File: src/sv/trld_pkg.sv
// Package for the TGA run-length pixel decoder.
// Types, register indexes and constants shared by the top, register and unpack files; no dependencies.
package trld_pkg;

  typedef enum logic {
    CMD_STREAM  = 1'b0,
    CMD_PALETTE = 1'b1
  } cmd_e;

  typedef enum logic [1:0] {
    REG_PIXEL_BYTES  = 2'd0,
    REG_RLE_MODE     = 2'd1,
    REG_PALETTE_MODE = 2'd2,
    REG_IMAGE_PIXELS = 2'd3
  } cfg_reg_e;

  localparam logic [2:0]  PIXEL_BYTES_RST  = 3'd3;
  localparam logic [31:0] IMAGE_PIXELS_RST = 32'd1;
  localparam logic [7:0]  HDR_LEN_MASK     = 8'h7f;
  localparam logic [7:0]  HDR_RUN_FLAG     = 8'h80;

  typedef struct packed {
    logic [2:0]  pixel_bytes;
    logic        rle_mode;
    logic        palette_mode;
    logic [31:0] image_pixels;
  } cfg_t;

  // Register write event: restart the image with this pixel count.
  typedef struct packed {
    logic        restart;
    logic [31:0] reload;
  } cfg_evt_t;

  // Pixel finished by the byte on the input.
  typedef struct packed {
    logic        fire;
    logic [31:0] value;
    logic [7:0]  count;
    logic        done;
  } pix_t;

endpackage

File: src/sv/trld_ifs.sv


interface trld_cfg_if;
  logic        valid;
  logic        ready;
  logic [1:0]  index;
  logic [31:0] data;

  modport source (output valid, index, data, input ready);
  modport sink   (input valid, index, data, output ready);
endinterface

File: src/sv/trld_cfg_regs.sv
// Configuration registers of the TGA run-length pixel decoder.
// Depends on trld_pkg and trld_cfg_if.
module trld_cfg_regs (
  input  logic               clk_i,
  input  logic               rst_ni,
  trld_cfg_if.sink           cfg_i,
  output trld_pkg::cfg_t     cfg_o,
  output trld_pkg::cfg_evt_t evt_o
);

  trld_pkg::cfg_t cfg_q;
  logic           wr;
  logic [31:0]    px_next;

  assign cfg_i.ready = 1'b1;
  assign wr          = cfg_i.valid;
  assign cfg_o       = cfg_q;

  // Pixel count the restart must load, including the one being written now.
  always_comb begin
    px_next = (trld_pkg::cfg_reg_e'(cfg_i.index) == trld_pkg::REG_IMAGE_PIXELS) ?
              cfg_i.data : cfg_q.image_pixels;
    evt_o.restart = wr;
    evt_o.reload  = (px_next == 32'd0) ? 32'd1 : px_next;
  end

  always_ff @(posedge clk_i or negedge rst_ni) begin
    if (!rst_ni) begin
      cfg_q.pixel_bytes  <= trld_pkg::PIXEL_BYTES_RST;
      cfg_q.rle_mode     <= 1'b0;
      cfg_q.palette_mode <= 1'b0;
      cfg_q.image_pixels <= trld_pkg::IMAGE_PIXELS_RST;
    end else if (wr) begin
      case (trld_pkg::cfg_reg_e'(cfg_i.index))
        trld_pkg::REG_PIXEL_BYTES:  cfg_q.pixel_bytes  <= cfg_i.data[2:0];
        trld_pkg::REG_RLE_MODE:     cfg_q.rle_mode     <= cfg_i.data[0];
        trld_pkg::REG_PALETTE_MODE: cfg_q.palette_mode <= cfg_i.data[0];
        trld_pkg::REG_IMAGE_PIXELS: cfg_q.image_pixels <= cfg_i.data;
        default: ;
      endcase
    end
  end

endmodule

File: src/flat_wrapper.sv
// flat-port wrapper written by rule: the top's interface ports become plain ports
module trld_cfg_regs_flat 
  (clk_i, rst_ni, cfg_o, evt_o, cfg_i_valid, cfg_i_index, cfg_i_data, cfg_i_ready);
  trld_cfg_if cfg_i_i ();
  input  logic clk_i;
  input  logic rst_ni;
  output trld_pkg::cfg_t cfg_o;
  output trld_pkg::cfg_evt_t evt_o;
  input wire logic [$bits(cfg_i_i.valid)-1:0] cfg_i_valid;
  input wire logic [$bits(cfg_i_i.index)-1:0] cfg_i_index;
  input wire logic [$bits(cfg_i_i.data)-1:0] cfg_i_data;
  output wire logic [$bits(cfg_i_i.ready)-1:0] cfg_i_ready;
  assign cfg_i_i.valid = cfg_i_valid;
  assign cfg_i_i.index = cfg_i_index;
  assign cfg_i_i.data = cfg_i_data;
  assign cfg_i_ready = cfg_i_i.ready;
  trld_cfg_regs u_core (.clk_i(clk_i), .rst_ni(rst_ni), .cfg_i(cfg_i_i), .cfg_o(cfg_o), .evt_o(evt_o));
endmodule
File: config.mk
export PLATFORM = sky130hd
export DESIGN_NAME = trld_cfg_regs_flat
export DESIGN_NICKNAME = d
export VERILOG_FILES = /design/src/sv/trld_pkg.sv /design/src/sv/trld_ifs.sv /design/src/sv/trld_cfg_regs.sv /design/src/flat_wrapper.sv
export SDC_FILE = /design/constraint.sdc
export NUM_CORES = 1
export LEC_CHECK = 0
export BUFFER_PORTS_ARGS = -buffer_cell sky130_fd_sc_hd__buf_2
export CAP_MARGIN = 20
export CORE_ASPECT_RATIO = 1.2
export CORE_UTILIZATION = 41
export DETAILED_ROUTE_END_ITERATION = 6
export GPL_TIMING_DRIVEN = 0
export PLACE_DENSITY = 0.83
export SLEW_MARGIN = 20
export SYNTH_ARGS = -nofsm -noshare
export SYNTH_HDL_FRONTEND = slang
export SYNTH_SLANG_ARGS = --single-unit
File: constraint.sdc
create_clock -name clk_i -period 1.1 [get_ports clk_i]
set_input_delay 0 -clock clk_i [delete_from_list [all_inputs] [get_ports clk_i]]
set_output_delay 0 -clock clk_i [all_outputs]
set_load 0.05 [all_outputs]
==> out/metrics.csv <==
metric,value,unit
Sink Count,37,
Core Footprint,4900,um2
failing checks,setup timing,
outcome,"complete, but fails checks",
XOR/XNOR share of the synthesized area,0,%
I/O Pins,108,
Worst setup EP type,primary output,
Syn. warnings,0,
mux cell area share after synthesis,42.3,%
CTS tree,built,
die width,67.1,um
met1 wire length,2.33,mm
worst-margin pin slew,0.862,ns
TritonCTS buffer count,5,
"IR drop worst, VDD",1.23,mV
Worst Hold Depth,2,
final wirelength,5.96,mm
final core utilization,67.6,%
setup violators final,39,
RSZ-0062 raised after global routing,yes,
dpl ws,-0.527,ns
slack of the critical path,-0.600,ns
Worst Path Arrival,1.70,ns
number of flip-flops in the largest register,37,
"EDFF count, synth",0,
syn avg cell area,14.1,um2
root buffer cell,clkbuf_8,
DRC violation count after routing,0,
n_diodes,0,
metal3 WL,418,um
layout cell share with drive strength beyond 1,86.9,%
drt first pass iters,4,
ys async rst share,100,%
R2R Path Start,u_core.cfg_o[19],
WHS Endpoint,u_core.cfg_o[32],
count of different cell masters after synthesis,26,
GRT overflow,0,
Synth Instances,148,
Worst Hold Launch,cfg_i_data[0],
Synth Area in Simple Gates,8.23,%
syn_nets,185,
Worst setup SP type,register,
# rows,28,
Die Ht,80.1,um
Critical Path Start,u_core.cfg_o[12],
TNS Setup,-3.32,ns
Via Count,1791,
insertion delay to the later sink of the worst-skew pair,0.29,ns
ys flop type,dfrtp_1,
main combinational cell family by area after synthesis,multiplexers,
top cell type's share of synthesized area,40.8,%
synthesis-to-layout area growth,59.2,%
Final Max Tran Viols,0,
crit path max fanout,2,
DRT iter0 DRCs,62,
H-tree depth,2,
top post-synthesis cells by count,"40 x mux2_2, 34 x dfrtp_1, 28 x mux2_4, 12 x nor4_1, 4 x nor3_1",
Routed Antenna Nets,0,
RePlAce Congestion,0.791,
Hold Slack,0.0240,ns
Slew HR,42.5,%
met2 WL,3.11,mm
post-synthesis register bit count,37,
largest cells by area after synthesis,"dfrtp_1 41%, mux2_2 22%, mux2_4 20%",
final hold violations,0,
fin crit share,155,%
Port Buffers,104,
vias in the first global route,1737,
largest net degree at the start of global routing,38,
first-pass GRT wire length,9.01,mm
min Tclk post-route,1.70,ns
Leak Pwr,1.64,nW
worst hold path class,in2reg,
Worst-path clk slew,0.07,ns
Crit Reg-Reg Endpoint,u_core.cfg_o[19],
R2R setup slack,-0.10,ns
max layer used,met4,
Yosys top cell by area,dfrtp_1,
kind of critical path,reg2out,
gr usage total,22.8,%
Initial Utilization,42.5,%
Max Buffers Root-to-Sink,2,
"count leader, synth",mux2_2,
hpwl dp,4.30,mm
Adder-Cell Fraction of Synth Area,0,%
Max-Cap Viols,0,
Routed WL per cell,17.9,um
P per Cell Area,2790,nW/um2
Fin Clk Skew,0,ns
Max Clock Freq,588,MHz
Die Area,5370,um2
Reg2Reg Depth,3,
initial antenna violation count,0,
required time of the critical path,1.10,ns
Synth Cell Area,2080,um2
Synth Area in Compound Gates,1.32,%
register area share after synthesis,44.6,%
nets@finish,310,
DR vias/cell,5.36,
[power breakdown]
part	internal (mW)	switching, mW	total, mW
Combinational	2.24	3.70	5.94
Sequential	1.87	0.504	2.38
Clock	0.439	0.483	0.923
[what timing repair did]
item	4_1_cts	5_1_grt
endpoints found under the hold margin	36	0
gates cloned	0	0
gates resized for setup	74	7
hold buffers	3	0
endpoints found under the setup margin	34	77
pin swaps	4	1
setup buffers	3	8
[worst max-delay path by stage]
stage,depth (start not counted),to,slack (ns)
6_report,5,evt_o[0],-0.60
5_1_grt,5,evt_o[0],-0.69
4_1_cts,5,evt_o[0],-0.63
3_5_place_dp,5,evt_o[0],-0.53
3_3_place_gp,5,evt_o[0],-0.53
2_1_floorplan,4,evt_o[0],-0.38
[through the flow]
step	total power, mW	cell area [um2]	std cells
after floorplan	6.38	2250	148
after global placement	7.36	2850	312
after detailed placement	7.46	2850	312
after CTS	9.06	3230	326
after global routing	9.61	3320	334
final	9.24	3320	334
[cells by family after synthesis]
group                  count (synthesis)
buffers and inverters                 10
and+or+nand+nor                       27
DFF                                   37
other                                  1
AOI/OAI and AO/OA                      4
muxes                                 69
[layout make-up]
class	count	area [um2]
plain buffers	10	76.3
fillers	350	1590
multi-input cells	101	1260
well taps	60	75.1
clock buffers	6	72.6
flip-flops and latches	37	968
repair buffers	118	856
clock inverters	2	10.0
[routing by layer]
layer	track usage, %	up-vias
li1	-	807
met2	39.5	81
met1	27.1	894
met4	7.23	0
met3	5.68	9
met5	0	-
[critical path, cell delays in order, from the launching register on]
cell,delay [ns]
dfrtp_2,0.42
nor4_4,0.30
nand4_1,0.13
o22a_1,0.25
o21ai_4,0.13
buf_6,0.17
[cells in the final DEF (no fill, tap or decap), types with 3 or more instances in the layout]
master and n:
nor4_1 7, dfrtp_1 3, nor4_2 4, clkbuf_8 5
buf_6 35, dlygate4sd3_1 3, buf_2 70, mux2_2 7
dfrtp_2 31, dfstp_2 3, buf_4 12, mux2_4 61
nor3_1 4
No activity file was read; power rests on OpenSTA's default activity.
