**config.mk**
```make
export PLATFORM = sky130hd
export DESIGN_NAME = trld_unpack
export DESIGN_NICKNAME = d
export VERILOG_FILES = /design/src/sv/trld_pkg.sv /design/src/sv/trld_unpack.sv
export SDC_FILE = /design/constraint.sdc
export NUM_CORES = 1
export LEC_CHECK = 0
export BUFFER_PORTS_ARGS = -buffer_cell sky130_fd_sc_hd__buf_2
export CORE_MARGIN = 2
export CORE_UTILIZATION = 50
export CTS_BUF_LIST = sky130_fd_sc_hd__clkbuf_2
export DETAILED_ROUTE_END_ITERATION = 10
export GPL_TIMING_DRIVEN = 0
export PLACE_DENSITY = 0.82
export SLEW_MARGIN = 25
export SYNTH_ARGS = -nofsm -noshare
export SYNTH_HDL_FRONTEND = slang
export SYNTH_SLANG_ARGS = --single-unit
```
**constraint.sdc**
```tcl
create_clock -name clk_i -period 5.8 [get_ports clk_i]
set_clock_uncertainty 0.1 [all_clocks]
set_input_delay 0.58 -clock clk_i [delete_from_list [all_inputs] [get_ports clk_i]]
set_output_delay 0.58 -clock clk_i [all_outputs]
set_load 0.01 [all_outputs]
```
**src/sv/trld_pkg.sv**
```systemverilog
// Package for the TGA run-length pixel decoder.
// Types, register indexes and constants shared by the top, register and unpack files; no dependencies.
package trld_pkg;

  typedef enum logic {
    CMD_STREAM  = 1'b0,
    CMD_PALETTE = 1'b1
  } cmd_e;

  typedef enum logic [1:0] {
    REG_PIXEL_BYTES  = 2'd0,
    REG_RLE_MODE     = 2'd1,
    REG_PALETTE_MODE = 2'd2,
    REG_IMAGE_PIXELS = 2'd3
  } cfg_reg_e;

  localparam logic [2:0]  PIXEL_BYTES_RST  = 3'd3;
  localparam logic [31:0] IMAGE_PIXELS_RST = 32'd1;
  localparam logic [7:0]  HDR_LEN_MASK     = 8'h7f;
  localparam logic [7:0]  HDR_RUN_FLAG     = 8'h80;

  typedef struct packed {
    logic [2:0]  pixel_bytes;
    logic        rle_mode;
    logic        palette_mode;
    logic [31:0] image_pixels;
  } cfg_t;

  // Register write event: restart the image with this pixel count.
  typedef struct packed {
    logic        restart;
    logic [31:0] reload;
  } cfg_evt_t;

  // Pixel finished by the byte on the input.
  typedef struct packed {
    logic        fire;
    logic [31:0] value;
    logic [7:0]  count;
    logic        done;
  } pix_t;

endpackage

```
**src/sv/trld_unpack.sv**
```systemverilog
// Packet and pixel assembly of the TGA run-length pixel decoder.
// Tracks header, packet and image counters; depends on trld_pkg.
module trld_unpack #(
  parameter int PALETTE_DEPTH = 256,
  parameter int IW            = 8
) (
  input  logic               clk_i,
  input  logic               rst_ni,
  input  trld_pkg::cfg_t     cfg_i,
  input  trld_pkg::cfg_evt_t evt_i,
  input  logic               accept_i,
  input  logic [7:0]         byte_i,
  output trld_pkg::pix_t     pix_o,
  output logic [IW-1:0]      index_o
);

  localparam int  RW       = IW + 9;
  localparam bit  IS_POW2  = (PALETTE_DEPTH & (PALETTE_DEPTH - 1)) == 0;
  // Weight of each byte position modulo the palette depth.
  localparam int  W0 = 1 % PALETTE_DEPTH;
  localparam int  W1 = 256 % PALETTE_DEPTH;
  localparam int  W2 = 65536 % PALETTE_DEPTH;
  localparam int  W3 = 16777216 % PALETTE_DEPTH;

  logic          expect_q, expect_d;
  logic          run_q, run_d;
  logic [7:0]    left_q, left_d;
  logic [1:0]    pos_q, pos_d;
  logic [31:0]   acc_q, acc_d;
  logic [IW-1:0] res_q, res_d;
  logic [31:0]   px_q, px_d;

  logic          hdr;
  logic [1:0]    term_pos;
  logic [1:0]    pos_inc;
  logic [31:0]   acc_new;
  logic [IW-1:0] w_sel;
  logic [RW-1:0] res_sum;
  logic [IW-1:0] res_new;
  logic [7:0]    cnt_raw, cnt_nz, cnt;
  logic [7:0]    left_nx;
  logic          expect_nx;
  logic [31:0]   px_nx;

  always_comb begin
    case (cfg_i.pixel_bytes)
      3'd0, 3'd1: term_pos = 2'd1;
      3'd2:       term_pos = 2'd2;
      3'd3:       term_pos = 2'd3;
      default:    term_pos = 2'd0; // four bytes wrap the position to zero
    endcase
    case (pos_q)
      2'd0:    w_sel = IW'(W0);
      2'd1:    w_sel = IW'(W1);
      2'd2:    w_sel = IW'(W2);
      default: w_sel = IW'(W3);
    endcase
  end

  // Running residue of the pixel value modulo the depth; sum stays below 256 * depth.
  always_comb begin
    res_sum = RW'(byte_i) * RW'(w_sel) + RW'(res_q);
    for (int k = 7; k >= 0; k--) begin
      if (res_sum >= (RW'(PALETTE_DEPTH) << k)) res_sum = res_sum - (RW'(PALETTE_DEPTH) << k);
    end
    res_new = res_sum[IW-1:0];
  end

  always_comb begin
    hdr     = cfg_i.rle_mode && expect_q;
    acc_new = acc_q | (32'(byte_i) << {pos_q, 3'b000});
    pos_inc = pos_q + 2'd1;

    cnt_raw   = 8'd1;
    left_nx   = left_q;
    expect_nx = expect_q;
    if (cfg_i.rle_mode) begin
      if (run_q) begin
        cnt_raw = left_q;
        left_nx = 8'd0;
      end else if (left_q != 8'd0) begin
        left_nx = left_q - 8'd1;
      end
      if (left_nx == 8'd0) expect_nx = 1'b1;
    end
    cnt_nz = (cnt_raw == 8'd0) ? 8'd1 : cnt_raw;
    // Clamp the run to the pixels left in the image.
    cnt    = (32'(cnt_nz) > px_q) ? px_q[7:0] : cnt_nz;
    px_nx  = px_q - 32'(cnt);

    pix_o.fire  = !hdr && (pos_inc == term_pos);
    pix_o.value = acc_new;
    pix_o.count = cnt;
    pix_o.done  = (px_nx == 32'd0);
    index_o     = IS_POW2 ? acc_new[IW-1:0] : res_new;
  end

  always_comb begin
    expect_d = expect_q;
    run_d    = run_q;
    left_d   = left_q;
    pos_d    = pos_q;
    acc_d    = acc_q;
    res_d    = res_q;
    px_d     = px_q;
    if (evt_i.restart) begin
      expect_d = 1'b1;
      run_d    = 1'b0;
      left_d   = 8'd0;
      pos_d    = 2'd0;
      acc_d    = 32'd0;
      res_d    = '0;
      px_d     = evt_i.reload;
    end else if (accept_i) begin
      if (hdr) begin
        run_d    = (byte_i & trld_pkg::HDR_RUN_FLAG) != 8'd0;
        left_d   = (byte_i & trld_pkg::HDR_LEN_MASK) + 8'd1;
        expect_d = 1'b0;
        pos_d    = 2'd0;
        acc_d    = 32'd0;
        res_d    = '0;
      end else if (!pix_o.fire) begin
        pos_d = pos_inc;
        acc_d = acc_new;
        res_d = res_new;
      end else if (pix_o.done) begin
        expect_d = 1'b1;
        run_d    = 1'b0;
        left_d   = 8'd0;
        pos_d    = 2'd0;
        acc_d    = 32'd0;
        res_d    = '0;
        px_d     = (cfg_i.image_pixels == 32'd0) ? 32'd1 : cfg_i.image_pixels;
      end else begin
        left_d   = left_nx;
        expect_d = expect_nx;
        pos_d    = 2'd0;
        acc_d    = 32'd0;
        res_d    = '0;
        px_d     = px_nx;
      end
    end
  end

  always_ff @(posedge clk_i or negedge rst_ni) begin
    if (!rst_ni) begin
      expect_q <= 1'b1;
      run_q    <= 1'b0;
      left_q   <= 8'd0;
      pos_q    <= 2'd0;
      acc_q    <= 32'd0;
      res_q    <= '0;
      px_q     <= trld_pkg::IMAGE_PIXELS_RST;
    end else begin
      expect_q <= expect_d;
      run_q    <= run_d;
      left_q   <= left_d;
      pos_q    <= pos_d;
      acc_q    <= acc_d;
      res_q    <= res_d;
      px_q     <= px_d;
    end
  end

endmodule

```
==> results.ini, run 1 <==
[power_and_ir_drop]
p_per_area_nw_per_um2 = 305
p_total_w = 0.00244
peakVddDrop_mv = 0.185
power.leakage_nw = 3.60

[logic_synthesis]
async_flop_share_pct = 100
yosysSeqAreaShare_pct = 31.8
syn_area_um2 = 5980
syn-num-nets = 857
synth_edf_count = 0
syn_area_per_cell_um2 = 7.92
post_synth_num_cell_types = 74
synth_ff_type = dfrtp_1
ys_seq_elements = 76
ys_warn_count = 0
synth_cells = 756

[final_layout]
syn_to_final_growth_pct = 33.8
fillers = 942
final_nets = 1030
drive_gt1_share_pct = 30.6
final_util_pct = 69.2

[global_route]
antenna_found_initial = 1
grtUsageTotal_pct = 33.4
grt_pass1_wl_um = 33600
grt_max_degree = 46
gr-total-overflow = 0
grt_pass1_vias = 6507

[worst_setup_path]
start_kind = register
r2r-start = px_q[24]$_DFFE_PN0P_
r2r_cells = 20
worst_ep_required_time_ps = 5120
arrival_ps = 5730
worstPathMaxFanout = 7
rrSetupSlack_ps = -120
endpoint_kind = output pin
crit_type = reg2out
r2r_end = px_q[17]$_DFFE_PN0P_

[timing]
period_share_pct = 110
relSlewSlack_pct = 31.6
max_freq_ghz = 0.156
worst_slew_pin_slew_ps = 1030
setup_viol = 17
fin_ws_ps = -608
timing.final.crit_period_ps = 6410
finalHoldViolCount = 0
holdWs_ps = 133
report.final.slew_viol_count = 0
rsz0062_at_grt = yes

[clock_network]
cts_sinks = 76
clockBufferDepth = 2
numCtsBuffers = 9
cts.htree.levels = 3
clkTransAtPathRegs_ps = 290
cts_root_buf = clkbuf_2
clkLatencyLatePin_ps = 630
tritoncts = done

[drt]
wire_per_inst_um = 21.7
first_pass_iters = 5
via_per_inst = 6.65
wl_um = 23400
num_vias = 7165
ant_nets = 0
drt-initial-drc-count = 753
drcViolationCount = 0

[min_path]
hold_path_depth = 3
hp-class = in2reg
worstHoldStart = cfg_i[10]
hold_end = px_q[10]$_DFFE_PN0P_

[die]
rows = 39
io_pins = 131
die_h_um = 113
core_area_um2 = 11600
die_area_um2 = 12900
start_util_pct = 51.7
die_x_um = 113

[placed_design]
numPortBuffers = 126
gp_congestion = 1.03
dp_hpwl_um = 16100
dp_slack_ps = -1090

[outcome]
status = finished, violations left
violations = setup timing

[flow_run]
cap_violations = 0

## cell type report
class	instances	area [um^2]	area share, %
clock inverter	7	75.1	0.938
buffer	57	335	4.19
tap	143	179	2.24
clock buffer	9	45.0	0.563
antenna	1	2.50	0.0313
sequential	76	1910	23.8
timing repair buffer	163	1050	13.1
multi-input combinational	589	4290	53.6
inverter	33	124	1.55
## cells in the final DEF, fill, tap and decap left out, drive strengths merged, types with 8 or more instances in the layout
| cell | n |
|---|---|
| a21o | 39 |
| nor3 | 27 |
| nand3 | 24 |
| nand2 | 48 |
| o21ai | 40 |
| buf | 183 |
| o22ai | 17 |
| nor4 | 22 |
| a21oi | 63 |
| clkbuf | 45 |
| or3 | 22 |
| ha | 19 |
| nand4 | 16 |
| nor2 | 91 |
| a211oi | 18 |
| inv | 34 |
| a2111oi | 15 |
| mux2i | 9 |
| dfrtp | 74 |
| o211ai | 10 |
| xnor2 | 8 |
## where the power goes
part,internal [W],switching [W]
Combinational,0.000529,0.000840
Clock,0.000103,0.000237
Sequential,0.000620,0.000116
## repair_timing
item                                    in CTS  in global routing
resized for setup                           37                119
hold buffers                                 1                  0
hold endpoints to repair                    29                  0
buffers inserted                            17                 16
cloned                                       0                  3
endpoints found under the setup margin      43                 42
pin swaps                                   13                 47
## state kept, by name, indices dropped and copies added (netlist names)
register  cells
acc_q        32
run_q         1
pos_q         2
left_q        8
px_q         32
expect_q      1
## metrics by stage
stage	cell area, um^2	setup TNS [ps]	cells
after global placement	6800	-39220	1025
after global routing	8000	-10910	1077
after floorplan	5990	0	756
after CTS	7260	-343	1060
after detailed placement	6830	-41290	1026
final	8010	-1220	1078
## worst max-delay path by stage
stage                               start        to  slack (ps)  depth (start not counted)
floorplan                       cfg_i[33]  pix_o[0]          10                         22
global placement                cfg_i[33]  pix_o[0]       -1070                         24
detailed placement              cfg_i[33]  pix_o[0]       -1090                         24
CTS                 left_q[4]$_DFFE_PN0P_  pix_o[0]        -340                         25
global route        left_q[5]$_DFFE_PN0P_  pix_o[0]        -790                         24
finish               px_q[24]$_DFFE_PN0P_  pix_o[0]        -610                         16
## cell usage after synthesis, drive strengths merged, types with 4 or more instances
| master | count | area, um^2 |
|---|---|---|
| mux2i | 9 | 90.1 |
| o2111ai | 4 | 35.0 |
| xor2 | 7 | 61.3 |
| nor2b | 7 | 43.8 |
| o32a | 6 | 60.1 |
| dfrtp | 74 | 1850 |
| a211oi | 18 | 145 |
| o21ai | 40 | 200 |
| o22ai | 17 | 106 |
| buf | 23 | 143 |
| a21oi | 63 | 319 |
| and4 | 7 | 61.3 |
| nand2 | 48 | 180 |
| o221ai | 4 | 35.0 |
| o31a | 5 | 43.8 |
| clkbuf | 35 | 131 |
| a31oi | 6 | 37.5 |
| nand3 | 24 | 120 |
| and2 | 6 | 40.0 |
| inv | 32 | 120 |
| nand2b | 6 | 37.5 |
| or4 | 7 | 56.3 |
| and3 | 5 | 31.3 |
| nand4 | 16 | 100 |
| nor2 | 91 | 342 |
| nor3 | 27 | 140 |
| nor4 | 22 | 144 |
| xnor2 | 8 | 70.1 |
| o211ai | 10 | 75.1 |
| a2111oi | 15 | 145 |
| ha | 19 | 238 |
| or3 | 22 | 138 |
| a21o | 39 | 293 |
## layer usage
layer | part of all wire (%) | vias up | track usage, %
met5 | 0 | - | 0
met4 | 6.2 | 0 | 15.1
met2 | 44 | 493 | 49.0
met1 | 38 | 3352 | 46.0
li1 | - | 3177 | -
met3 | 12 | 143 | 9.62
## critical path: stages (launching register included)
cell and delay (ps):
dfrtp_2 530, or4_1 580, or2_1 270, or2_1 320, nor3_4 340, mux2i_2 320
inv_2 70, fa_1 620, or4b_4 480, nor3_2 120, nand4_1 180, a2111oi_2 250
nand3_1 150, nor4b_2 260, nand3_1 220, nor3_2 220, buf_2 160
## cells by family (layout without fill, tap and decap cells)
kind of cell / count (synthesis) / in the layout / share of synthesized area [%]
muxes: 9 / 9 / 1.51
xor gates and xnor gates: 15 / 15 / 2.20
other: 0 / 1 / 0
DFF: 76 / 76 / 31.8
adders and majority gates: 20 / 20 / 4.31
and+or+nand+nor: 300 / 300 / 25.7
AOI/OAI and AO/OA: 245 / 245 / 27.8
buffers and inverters: 91 / 269 / 6.65
Power figures use the tool's default switching activity.
==> run 2: changes to the inputs <==
Settings changed: ABC_AREA set to 1, PLACE_DENSITY 0.82 to 0.73.
==> results.ini, run 2 <==
[drt]
drt-met1-wl_um = 9480  ; +5.3%
wire_per_inst_um = 16.3  ; -25%
num_vias = 7668  ; +7.0%
first_pass_iters = 5  ; unchanged
drt-initial-drc-count = 671  ; -11%
drcViolationCount = 0  ; unchanged
wl_met2_um = 10500  ; +3.2%
wl_um = 22800  ; -2.7%
top_layer_used = met4
ant_nets = 0  ; unchanged
via_per_inst = 5.48  ; -17%
route.met3.wl_um = 1850  ; -33%

[final_layout]
final_nets = 1318  ; +28%
n_antenna_cell = 0  ; -1
final_util_pct = 62.6  ; -6.6 points
regArea_um2 = 1910  ; unchanged
top_regs = acc_q: 32 flops, px_q: 32 flops, left_q: 8 flops
fillers = 1250  ; +33%
syn_to_final_growth_pct = 23.7
layout_commonest_cell = nand2_1
multi_input_area_um2 = 4280  ; -0.20%
drive_gt1_share_pct = 23.8  ; -6.8 points
final_cell_count_no_fill = 1398  ; +30%
final_cell_mix = nand2_1 (238), nor2_1 (170), buf_2 (133)

[worst_setup_path]
cp_slowest_cell = dfrtp_1
worstPathMaxFanout = 7  ; unchanged
crit_path_frequent_cell = nand2_1
crit_type = reg2out
slowest_delay_ps = 440  ; -180 ps
arrival_ps = 4920  ; -810 ps
worst_ep_required_time_ps = 5120  ; about the same
start_kind = register
endpoint_kind = output pin

[global_route]
gr-total-overflow = 0  ; unchanged
grtUsageTotal_pct = 31.2  ; -2.2 points
antenna_found_initial = 0  ; -1
grt_pass1_wl_um = 35100  ; +4.4%
grt_max_degree = 49  ; +6.5%
grt_pass1_vias = 7087  ; +8.9%

[timing]
finalHoldViolCount = 0  ; unchanged
report.final.slew_viol_count = 0  ; unchanged
worst_slew_pin_slew_ps = 763  ; -263 ps
setup_viol = 0  ; -17
timing.final.crit_period_ps = 5600  ; -810 ps
relSlewSlack_pct = 48.7  ; +17 points
holdWs_ps = 110  ; -23.5 ps
fin_ws_ps = 203  ; +810 ps
max_freq_ghz = 0.179  ; +14%
period_share_pct = 96.5  ; -14 points

[power_and_ir_drop]
power.leakage_nw = 4.19  ; +16%
p_per_area_nw_per_um2 = 359  ; +17%
peakVddDrop_mv = 0.183  ; -1.0%
p_total_w = 0.00294  ; +20%

[die]
io_pins = 131  ; unchanged
die_x_um = 119  ; +5.0%
die_h_um = 119  ; +5.0%
start_util_pct = 50.6  ; -1.1 points
core_area_um2 = 13100  ; +13%
die_area_um2 = 14200  ; +10%
rows = 42  ; +7.7%

[logic_synthesis]
yosys-top-cells-count = nand2_1 (255), nor2_1 (177), inv_1 (126)
ys_warn_count = 0  ; unchanged
syn_area_per_cell_um2 = 6.31  ; -20%
yosysTopAreaCell = dfrtp_1
synth_edf_count = 0  ; unchanged
synth_area_leaders = dfrtp_1 (28%), nand2_1 (14%), nor2_1 (10%)
synth_most_common_cell = nand2_1
synth_cells = 1049  ; +39%
yosysSeqAreaShare_pct = 28.8  ; -3.1 points
yosysTopAreaCellShare_pct = 28.0  ; -3.0 points
synth_ff_type = dfrtp_1
syn_area_um2 = 6620  ; +11%
async_flop_share_pct = 100  ; unchanged
syn-num-nets = 1150  ; +34%
ys_seq_elements = 76  ; unchanged
post_synth_num_cell_types = 42  ; -43%

[placed_design]
numPortBuffers = 128  ; +1.6%
gp_congestion = 0.938  ; -8.7%
place_inst = 1354  ; +32%
dp_hpwl_um = 17200  ; +6.8%
dp_slack_ps = -44.1  ; +1040 ps

[min_path]
hp-class = in2reg

[flow_run]
cap_violations = 0  ; unchanged

[clock_network]
numCtsBuffers = 9  ; unchanged
clkTransAtPathRegs_ps = 280  ; about the same
clkLatencyLatePin_ps = 620  ; about the same
cts_sinks = 76  ; unchanged
tritoncts = done
clockBufferDepth = 2  ; unchanged
cts_root_buf = clkbuf_2
cts.htree.levels = 3  ; unchanged

[outcome]
status = completed

==> run 2: area by class of cell <==
cell class	instances	area share, %
Sequential cell	76	23.3
Buffer	39	2.93
Tap cell	176	2.69
Multi-Input combinational cell	795	52.3
Clock buffer	9	0.550
Clock inverter	7	1.10
Inverter	140	6.43
Timing Repair Buffer	156	10.8
==> run 2: routing by layer <==
metal | GRT usage, % | vias to the layer above
met5 | 0 | -
met4 | 15.1 | 0
met3 | 4.02 | 65
met2 | 49.8 | 364
met1 | 41.9 | 3471
li1 | - | 3768
==> run 2: through the flow <==
| stage | cell area (um^2) | TNS (ps) |
|---|---|---|
| floorplan | 6620 | 0 |
| global placement | 7480 | 0 |
| detailed placement | 7510 | -44.1 |
| CTS | 7710 | 0 |
| global route | 8190 | -52.6 |
| finish | 8190 | 0 |
==> run 2: report_power, final <==
| part | internal, W | switching (W) |
|---|---|---|
| sequential | 0.000656 | 0.000133 |
| combinational | 0.000632 | 0.00116 |
| clock | 0.000113 | 0.000246 |
| total | 0.00140 | 0.00154 |
==> run 2: kinds of logic (layout without fill, tap and decap cells) <==
logic type | Yosys count | after routing | share of synthesized area [%]
flip-flops | 76 | 76 | 28.8
adder cells (fa/ha/maj) | 20 | 20 | 3.89
AND/OR/NAND/NOR | 631 | 632 | 43.0
XOR/XNOR | 10 | 10 | 1.32
AO/OA/AOI/OAI | 133 | 133 | 11.9
buffers and inverters | 179 | 351 | 11.2
==> run 2: timing repair <==
action                     in CTS  in global routing
setup endpoints to repair       1                  1
gates cloned                    0                  3
hold endpoints to repair       28                  0
buffers inserted                0                 24
pin swaps                       0                 23
resized for setup              18                 79
hold buffers                    1                  0
==> run 2: worst max-delay path, delay by kind of cell (launching register included) <==
| kind | cells | cell delay, ps |
|---|---|---|
| adders and majority gates | 2 | 610 |
| DFF | 1 | 440 |
| and+or+nand+nor | 18 | 1870 |
| buffers and inverters | 7 | 850 |
| AOI/OAI and AO/OA | 3 | 580 |
==> run 2: final timing paths <==
check                                           start                     to  slack [ps]  depth (start not counted)
worst max-delay path            left_q[4]$_DFFE_PN0P_               pix_o[0]         200                         30
worst min-delay path                         accept_i   pos_q[1]$_DFFE_PN0N_         110                          3
worst max register to register  left_q[4]$_DFFE_PN0P_  left_q[2]$_DFFE_PN0P_         930                         31
min in group asynchronous                      rst_ni   px_q[14]$_DFFE_PN0P_         310                          2
max in group asynchronous                      rst_ni   expect_q$_DFFE_PN1P_        4620                          3
worst min register to register   expect_q$_DFFE_PN1P_   expect_q$_DFFE_PN1P_         390                          2
